File: src/hw/rtl/svt_pkg.sv
`timescale 1ns / 1ps

package svt_pkg;

    // Field widths of one section key
    localparam int TABLE_ID_W       = 8;
    localparam int SERVICE_ID_W     = 16;
    localparam int STREAM_ID_W      = 16;
    localparam int SECTION_NUMBER_W = 8;
    localparam int VERSION_W        = 5;
    localparam int KEY_W            = TABLE_ID_W + SERVICE_ID_W + STREAM_ID_W
                                      + SECTION_NUMBER_W;

    // One stored table entry
    typedef struct packed {
        logic [KEY_W-1:0]     key;
        logic [VERSION_W-1:0] version;
    } t_entry;

endpackage

File: src/hw/rtl/section_version_tracker.sv
`timescale 1ns / 1ps
// Each input transaction is compared against the stored entries, at most ENTRIES of them;
//   the table is scanned one entry per cycle through one memory read port.
// o_ready is low while a scan runs and until the result is loaded into the output register.
// Reset: synchronous, active low; clears the entry count and all control state.
//   Table contents are not cleared; entries above the count are never read.
module section_version_tracker
    import svt_pkg::*;
#(
    parameter int ENTRIES = 64
) (
    input  logic                        i_clk,
    input  logic                        i_rst_n,
    input  logic                        i_valid,
    output logic                        o_ready,
    input  logic [TABLE_ID_W-1:0]       i_table_id,
    input  logic [SERVICE_ID_W-1:0]     i_service_id,
    input  logic [STREAM_ID_W-1:0]      i_stream_id,
    input  logic [SECTION_NUMBER_W-1:0] i_section_number,
    input  logic [VERSION_W-1:0]        i_version,
    output logic                        o_valid,
    input  logic                        i_ready,
    output logic                        o_seen,
    output logic                        o_added,
    output logic                        o_dropped
);

    localparam int IDX_W = (ENTRIES > 1) ? $clog2(ENTRIES) : 1;
    localparam int CNT_W = $clog2(ENTRIES + 1);

    typedef enum logic [1:0] {
        S_IDLE,
        S_SCAN,
        S_HOLD
    } t_state;

    t_state             r_state,     n_state;
    logic [KEY_W-1:0]   r_key,       n_key;
    logic [VERSION_W-1:0] r_ver,     n_ver;
    logic [CNT_W-1:0]   r_count,     n_count;
    logic [CNT_W-1:0]   r_idx,       n_idx;
    logic               r_cmp_vld,   n_cmp_vld;
    logic [IDX_W-1:0]   r_cmp_idx,   n_cmp_idx;
    logic               r_res_seen,  n_res_seen;
    logic               r_res_added, n_res_added;
    logic               r_res_drop,  n_res_drop;
    logic               r_out_valid, n_out_valid;
    logic               r_seen,      n_seen;
    logic               r_added,     n_added;
    logic               r_dropped,   n_dropped;

    logic             mem_wr_en;
    logic [IDX_W-1:0] mem_wr_addr;
    t_entry           mem_wr_data;
    logic             mem_rd_en;
    t_entry           mem_rd_data;
    logic             hit;
    logic             full;

    assign hit  = r_cmp_vld && (mem_rd_data.key == r_key);
    assign full = (r_count == CNT_W'(ENTRIES));

    // Sequence the scan and the result hand-off
    always_comb begin
        n_state     = r_state;
        n_key       = r_key;
        n_ver       = r_ver;
        n_count     = r_count;
        n_idx       = r_idx;
        n_cmp_vld   = 1'b0;
        n_cmp_idx   = r_cmp_idx;
        n_res_seen  = r_res_seen;
        n_res_added = r_res_added;
        n_res_drop  = r_res_drop;
        n_out_valid = r_out_valid && !i_ready;
        n_seen      = r_seen;
        n_added     = r_added;
        n_dropped   = r_dropped;
        mem_wr_en   = 1'b0;
        mem_wr_addr = r_count[IDX_W-1:0];
        mem_wr_data = '{key: r_key, version: r_ver};
        mem_rd_en   = 1'b0;

        unique case (r_state)
            S_IDLE: begin
                // Capture the key of a new transaction
                if (i_valid) begin
                    n_key   = {i_table_id, i_service_id, i_stream_id, i_section_number};
                    n_ver   = i_version;
                    n_idx   = '0;
                    n_state = S_SCAN;
                end
            end
            S_SCAN: begin
                priority if (hit) begin
                    // Update the version of the matching entry
                    mem_wr_en   = 1'b1;
                    mem_wr_addr = r_cmp_idx;
                    n_res_seen  = (mem_rd_data.version == r_ver);
                    n_res_added = 1'b0;
                    n_res_drop  = 1'b0;
                    n_state     = S_HOLD;
                end else if (r_idx != r_count) begin
                    // Advance to the next stored entry
                    mem_rd_en = 1'b1;
                    n_cmp_vld = 1'b1;
                    n_cmp_idx = r_idx[IDX_W-1:0];
                    n_idx     = r_idx + 1'b1;
                end else begin
                    // Append an unknown key, or drop it when full
                    mem_wr_en   = !full;
                    n_count     = full ? r_count : r_count + 1'b1;
                    n_res_seen  = 1'b0;
                    n_res_added = !full;
                    n_res_drop  = full;
                    n_state     = S_HOLD;
                end
            end
            S_HOLD: begin
                // Load the output register once it is free
                if (!r_out_valid || i_ready) begin
                    n_out_valid = 1'b1;
                    n_seen      = r_res_seen;
                    n_added     = r_res_added;
                    n_dropped   = r_res_drop;
                    n_state     = S_IDLE;
                end
            end
            default: n_state = S_IDLE;
        endcase
    end

    always_ff @(posedge i_clk) begin
        if (!i_rst_n) begin
            r_state     <= S_IDLE;
            r_count     <= '0;
            r_cmp_vld   <= 1'b0;
            r_out_valid <= 1'b0;
        end else begin
            r_state     <= n_state;
            r_count     <= n_count;
            r_cmp_vld   <= n_cmp_vld;
            r_out_valid <= n_out_valid;
        end
        r_key       <= n_key;
        r_ver       <= n_ver;
        r_idx       <= n_idx;
        r_cmp_idx   <= n_cmp_idx;
        r_res_seen  <= n_res_seen;
        r_res_added <= n_res_added;
        r_res_drop  <= n_res_drop;
        r_seen      <= n_seen;
        r_added     <= n_added;
        r_dropped   <= n_dropped;
    end

    svt_mem #(
        .DEPTH (ENTRIES),
        .AW    (IDX_W)
    ) u_mem (
        .i_clk     (i_clk),
        .i_wr_en   (mem_wr_en),
        .i_wr_addr (mem_wr_addr),
        .i_wr_data (mem_wr_data),
        .i_rd_en   (mem_rd_en),
        .i_rd_addr (r_idx[IDX_W-1:0]),
        .o_rd_data (mem_rd_data)
    );

    assign o_ready   = (r_state == S_IDLE);
    assign o_valid   = r_out_valid;
    assign o_seen    = r_seen;
    assign o_added   = r_added;
    assign o_dropped = r_dropped;

endmodule

File: src/hw/rtl/svt_mem.sv
`timescale 1ns / 1ps

module svt_mem
    import svt_pkg::*;
#(
    parameter int DEPTH = 64,
    parameter int AW    = 6
) (
    input  logic          i_clk,
    input  logic          i_wr_en,
    input  logic [AW-1:0] i_wr_addr,
    input  t_entry        i_wr_data,
    input  logic          i_rd_en,
    input  logic [AW-1:0] i_rd_addr,
    output t_entry        o_rd_data
);

    t_entry r_mem [DEPTH];
    t_entry r_rd_data;

    // Write one entry
    always_ff @(posedge i_clk) begin
        if (i_wr_en) begin
            r_mem[i_wr_addr] <= i_wr_data;
        end
    end

    // Read one entry, registered
    always_ff @(posedge i_clk) begin
        if (i_rd_en) begin
            r_rd_data <= r_mem[i_rd_addr];
        end
    end

    assign o_rd_data = r_rd_data;

endmodule

File: config.mk
export PLATFORM = sky130hd
export DESIGN_NAME = section_version_tracker
export DESIGN_NICKNAME = d
export VERILOG_FILES = /design/src/hw/rtl/svt_pkg.sv /design/src/hw/rtl/section_version_tracker.sv /design/src/hw/rtl/svt_mem.sv
export SDC_FILE = /design/constraint.sdc
export NUM_CORES = 2
export LEC_CHECK = 0
export BUFFER_PORTS_ARGS = -buffer_cell sky130_fd_sc_hd__buf_2
export CAP_MARGIN = 15
export CORE_MARGIN = 2
export CORE_UTILIZATION = 45
export DETAILED_ROUTE_END_ITERATION = 6
export GPL_TIMING_DRIVEN = 0
export HOLD_SLACK_MARGIN = 0.06
export SLEW_MARGIN = 40
export SYNTH_ARGS = -nofsm -noshare
export SYNTH_HDL_FRONTEND = slang
export SYNTH_HIERARCHICAL = 1
export SYNTH_SLANG_ARGS = --single-unit
File: constraint.sdc
create_clock -name i_clk -period 19.9 [get_ports i_clk]
set_input_delay 4.975 -clock i_clk [delete_from_list [all_inputs] [get_ports i_clk]]
set_output_delay 4.975 -clock i_clk [all_outputs]
set_load 0.005 [all_outputs]
# --- Word-level counts from Yosys, hierarchy flattened ---
# Memories as Yosys holds them, arrays and structs flattened. A register that Yosys moved wholly into a read port is not among the register bits.
# Index checks and enable logic that the tools add are counted.
# Widths: inputs -> output; s select.
word_totals:
  elab_cells: 72
  ram_bits: 3392
  in_bits: 57
  output_inout_bits: 5
  register_bits: 83
  n_memories: 1
memory_table:
  columns: ["memory", "depth", "word_bits", "read_ports", "rd_ports_with_merged_regs", "wr", "line", "text"]
  rows:
  - ["u_mem.r_mem", 64, 53, 1, 1, 1, "svt_mem.sv:18", "t_entry r_mem [DEPTH];"]
op_classes:
  n_bitwise: 3
  eq_ne: 12
  n_mux: 25
  add_sub_neg: 2
  reduce_logical: 15
op_table:
  columns: ["cell", "count"]
  rows:
  - ["$eq 48x48->1", 1]
  - ["$mux 7", 3]
  - ["$add 7x1->7 const B", 2]
  - ["$mux 1", 14]
  - ["$pmux 7 s2", 1]
  - ["$mux 6", 2]
  - ["$ne 2x2->1 const B", 5]
  - ["$mux 2", 4]
  - ["$reduce_and 4->1", 2]
  - ["$eq 7x7->1 const B", 1]
  - ["$ne 7x7->1", 1]
  - ["$pmux 2 s3", 1]
  - ["$reduce_and 2->1", 3]
  - ["$reduce_and 3->1", 2]
  - ["$eq 5x5->1", 1]
  - ["$logic_not 1->1", 3]
  - ["$ne 3x3->1 const B", 1]
  - ["$not 1->1", 3]
  - ["$eq 2x1->1 const B", 1]
  - ["$eq 2x2->1 const B", 1]
  - ["$logic_and 1x1->1", 2]
  - ["$logic_not 2->1", 1]
  - ["$reduce_bool 2->1", 1]
  - ["$logic_or 1x1->1", 1]

# --- Depth between registers and ports, before layout ---
depth:
  word_depth: 7
  depth_mapped: 11
  mapped_depth_nobuf: 10

# --- Modules after synthesis ---
# The synthesis kept the hierarchy.
modules_own_cells:
  columns: ["mod", "cells_each", "area_each_um2", "instances", "seq_area_each_um2"]
  rows:
  - ["svt_mem", 5520, 129932.1, 1, 103449.2]
  - ["section_version_tracker", 295, 3887.5, 1, 2382.3]

# --- Worst setup path before layout ---
# No wires, ideal clock.
synth_timing:
  path_kind: "reg2reg"
  start: "register r_key[15]"
  end: "memory u_mem/r_mem[49][0] (netlist name) (enable)"
  n_path_buf: 1
  arrival_time_ns: 6.625
  setup_ns: 0.529
  period_less_slack_ns: 7.154
  path_stages_with_launch: 11
  path_slack_ns: 12.746
  required_ns: 19.371
  cell_sequence: "edfxtp_1 -> xnor2_2 -> nand3_1 -> nor4_1 -> nand3_1 -> nor3_4 -> mux2_4 -> clkbuf_1 -> nor2b_1 -> nand4_1 -> nor3_1"
synth_via:
  word_cells_on_any_way: 8
  cone_classes: "1 x eq/ne; 6 x mux; 1 x reduce/logical"
synth_lines:
  columns: ["item", "line", "text"]
  rows:
  - ["start, declared", "section_version_tracker.sv:38", "logic [KEY_W-1:0] r_key, n_key;"]
  - ["start signal, assigned", "section_version_tracker.sv:145", "r_key <= n_key;"]
  - ["$eq 48x48->1", "section_version_tracker.sv:60", "assign hit = r_cmp_vld && (mem_rd_data.key == r_key);"]
  - ["$logic_and 1x1->1", "section_version_tracker.sv:60", null]
  - ["$mux 6", "section_version_tracker.sv:95", "priority if (hit) begin"]
  - ["$mux 6", "section_version_tracker.sv:84", "unique case (r_state)"]
  - ["via mem_wr_addr[3]", "section_version_tracker.sv:53", "logic [IDX_W-1:0] mem_wr_addr;"]
  - ["end, declared", "svt_mem.sv:18", null]
# The timed path passes the listed nets, and every way through them passes these cells.

# --- Final worst setup path ---
layout_timing:
  start: "register r_key[10]"
  end: "memory u_mem/r_mem[14][32] (netlist name) (enable)"
layout_via:
  elab_chain_cells: 6
  word_cells_on_any_way: 8
  cone_classes: "1 x eq/ne; 6 x mux; 1 x reduce/logical"
layout_lines:
  columns: ["item", "line", "text"]
  rows:
  - ["$eq 48x48->1", "section_version_tracker.sv:60", null]
  - ["$logic_and 1x1->1", "section_version_tracker.sv:60", null]
  - ["$mux 1", "section_version_tracker.sv:95", null]
  - ["$mux 1", "section_version_tracker.sv:84", null]
  - ["via mem_wr_en", "section_version_tracker.sv:52", "logic mem_wr_en;"]
  - ["$mux 1", "svt_mem.sv:23", "if (i_wr_en) begin"]
  - ["$mux 1 (not written as such)", "svt_mem.sv:24", "r_mem[i_wr_addr] <= i_wr_data;"]
# The timed path passes the listed nets, and every way through them passes these cells.

==> impl_metrics.json <==
{
  "criticalPathCategory": "reg2reg",
  "outcome": "finished, final reports clean",
  "tns_ps": 0,
  "clk_pin_slew_ps": 60,
  "dpl.hpwl_um": 286000,
  "pin_count": 62,
  "rsz0062_at_grt": "no",
  "crit_required_ps": 20490,
  "synth_edf_count": 3517,
  "numClockSinks": 3528,
  "cts_root_buffer": "clkbuf_16",
  "post_cts_buffers": 0,
  "rrSetupSlack_ps": 13110,
  "ant_nets": 0,
  "top_layer": "met5",
  "p_per_area_nw_per_um2": 112,
  "max_slew.worst_pin.slew_ps": 934,
  "maxCapViolations": 0,
  "die_w_um": 549,
  "power_switching_mw": 4.78,
  "slew_violations": 0,
  "switching_share_pct": 26.5,
  "setup_viol": 0,
  "start_util_pct": 45.2,
  "clockPowerShare_pct": 37.6,
  "synth_seq_cells": 3528,
  "synth_top_flop_cell": "edfxtp_1",
  "dieArea_sq_um": 302000,
  "grt_pass1_vias": 68100,
  "relSlewSlack_pct": 37.2,
  "critPathMaxFanout": 17,
  "synth_nets": 5875,
  "drt-met1-wl_um": 156000,
  "period_minus_slack_ps": 6790,
  "drt_iter0_markers": 10500,
  "final_util_pct": 54.2,
  "fmax_ghz": 0.147,
  "grt_max_degree": 40,
  "comb_power_share_pct": 16.1,
  "synthToLayoutAreaGrowth_pct": 20.0,
  "layout_commonest_cell": "edfxtp_1",
  "place.gp.congestion": 0.910,
  "p_leak_nw": 50.6,
  "dr_wl_met3_um": 43200,
  "drive_above_1_share_pct": 32.8,
  "dr.pass1.iters": 5,
  "cp.arrival_ps": 7390,
  "fin_worst_skew_ps": 73.1,
  "synth-seq-area-share_pct": 79.1,
  "layout_common_cells": "edfxtp_1, mux4_2, clkbuf_16",
  "cts_tree": "yes",
  "gr-total-overflow": 0,
  "async_flop_share_pct": 0,
  "clkLatencyLatePin_ps": 970,
  "post-route-drc-count": 0,
  "worst_setup_path_start_kind": "flip-flop",
  "syn_area_sq_um": 134000,
  "core-area_sq_um": 296000,
  "ir_drop_mv": 0.0845,
  "wl_met2_um": 187000,
  "hold_viol": 0,
  "cts_hold_buf": 0,
  "holdCritPathClass": "reg2reg",
  "post_synth.cell_area_avg_sq_um": 23.0,
  "viasPerCell": 6.30,
  "wl_per_cell_um": 36.7,
  "nNetsFinal": 6835,
  "grt_pass1_wl_um": 553000,
  "cts-resized-gates": 0,
  "antenna_found_initial": 20,
  "cts_buffer_depth": 4,
  "netlist_instances": 5815,
  "die_h_um": 549,
  "grt_use_total_pct": 26.6,
  "cts.htree.levels": 5,
  "end_kind": "flip-flop",
  "power.total_mw": 18.0,
  "finalWirelength_um": 404000,
  "numPortBuffers": 61,
  "synthDistinctLibCells": 63,
  "seqPwrFrac_pct": 46.3,
  "vias": 69400,
  "yosysWarnings": 6,
  "core.rowCount": 200,
  "fin_crit_sh_pct": 34.1,
  "internal-power_mw": 13.3,
  "cts-buffers-inserted": 362
}
==> power groups by stage <==
stage                     combinational [mW]  clock [mW]  sequential (mW)
after floorplan                         1.49           0             8.57
after global placement                  2.51           0             8.69
after detailed placement                2.84           0             8.51
after CTS                               2.85        6.87             8.35
after global routing                    2.98        7.14             8.35
final                                   2.90        6.78             8.35
==> cells in the mapped netlist (all sizes together) (2+ instances only) <==
master	instances	area [sq um]
o21ai	34	174
or3b	2	17.5
ha	3	37.5
o22a	32	280
a221oi	43	377
a21oi	88	444
a211oi	11	82.6
mux2	50	578
nand2	42	158
o21a	11	82.6
nand2b	35	219
clkbuf	136	510
xor2	19	166
nand4b	2	17.5
xnor2	38	348
clkinv	2	8.75
or3	7	43.8
o22ai	183	1140
nor4b	2	30.0
nor3	7	51.3
or2	7	46.3
nand4	15	100
a22oi	35	263
o221ai	67	587
inv	7	26.3
a22o	20	175
dfxtp	11	220
nand3b	5	37.5
edfxtp	3517	106000
nor2b	27	169
nor2	119	447
mux4	806	18200
nand3	31	155
mux2i	136	1360
nor4	50	334
and3	14	88.8
o2111ai	6	52.6
and2	6	37.5
buf	181	1120
==> cell families (layout without fill, tap and decap cells) <==
| kind of cell | count (synthesis) | after routing | synth area share, % |
|---|---|---|---|
| compound gates | 533 | 533 | 2.76 |
| xor+xnor | 57 | 57 | 0.384 |
| fa+ha+maj | 3 | 3 | 0.0281 |
| buf+inv | 326 | 1583 | 1.24 |
| flops | 3528 | 3528 | 79.1 |
| mux | 992 | 992 | 15.0 |
| other cells | 0 | 11 | 0 |
| simple gates | 376 | 376 | 1.49 |
==> flip-flops by register name, summed over array words and instances, names as in the netlist, 2 cells and up <==
| signal | flops |
|---|---|
| r_idx | 7 |
| r_state | 2 |
| r_ver | 5 |
| r_cmp_idx | 6 |
| u_mem/r_mem | 3392 |
| r_count | 7 |
| u_mem/o_rd_data | 53 |
| r_key | 48 |
==> stage by stage <==
stage | instance area [sq um] | hold WS [ps] | std cells | setup slack [ps]
4_1_cts | 161000 | 422 | 11000 | 13030
3_5_place_dp | 149000 | 408 | 10300 | 13070
5_1_grt | 161000 | 431 | 11000 | 12970
3_3_place_gp | 139000 | 418 | 9815 | 5570
6_report | 161000 | 414 | 11000 | 13110
2_1_floorplan | 134000 | 400 | 5815 | 12750
==> cell type report <==
type | instances | area, sq um
inverter | 9 | 42.5
multi-input combinational | 1961 | 27100
timing repair buffer | 596 | 9220
clock buffer | 432 | 9360
clock inverter | 229 | 2470
fill | 22200 | 136000
tap | 3939 | 4930
buffer | 317 | 1690
antenna | 11 | 27.5
sequential | 3528 | 106000
==> critical path, stage by stage (launching register included) <==
cell,delay (ps)
edfxtp_1,610
buf_6,270
buf_6,170
xnor2_1,530
nand4_1,160
nor4_1,240
nand4_1,760
or2_4,620
o21ai_1,520
nor2b_1,350
nand3_1,610
nor2_4,710
buf_16,230
buf_16,180
buf_8,210
buf_8,220
==> per-layer routing <==
layer / track usage [%] / up-vias
met2: 40.9 / 4018
li1: - / 27000
met1: 37.1 / 37700
met5: 0 / -
met3: 6.21 / 700
met4: 10.6 / 14
==> final timing paths <==
path	endpoint	start	cells after the start
max	u_mem/r_mem[14][32]$_DFFE_PP_	r_key[10]$_DFFE_PP_	15
min	o_seen$_DFFE_PP_	r_res_seen$_SDFFCE_PN0P_	0
max reg2reg	u_mem/r_mem[14][32]$_DFFE_PP_	r_key[10]$_DFFE_PP_	15
min reg2reg	o_seen$_DFFE_PP_	r_res_seen$_SDFFCE_PN0P_	0
Note: power is estimated with default switching activity, not from simulation.
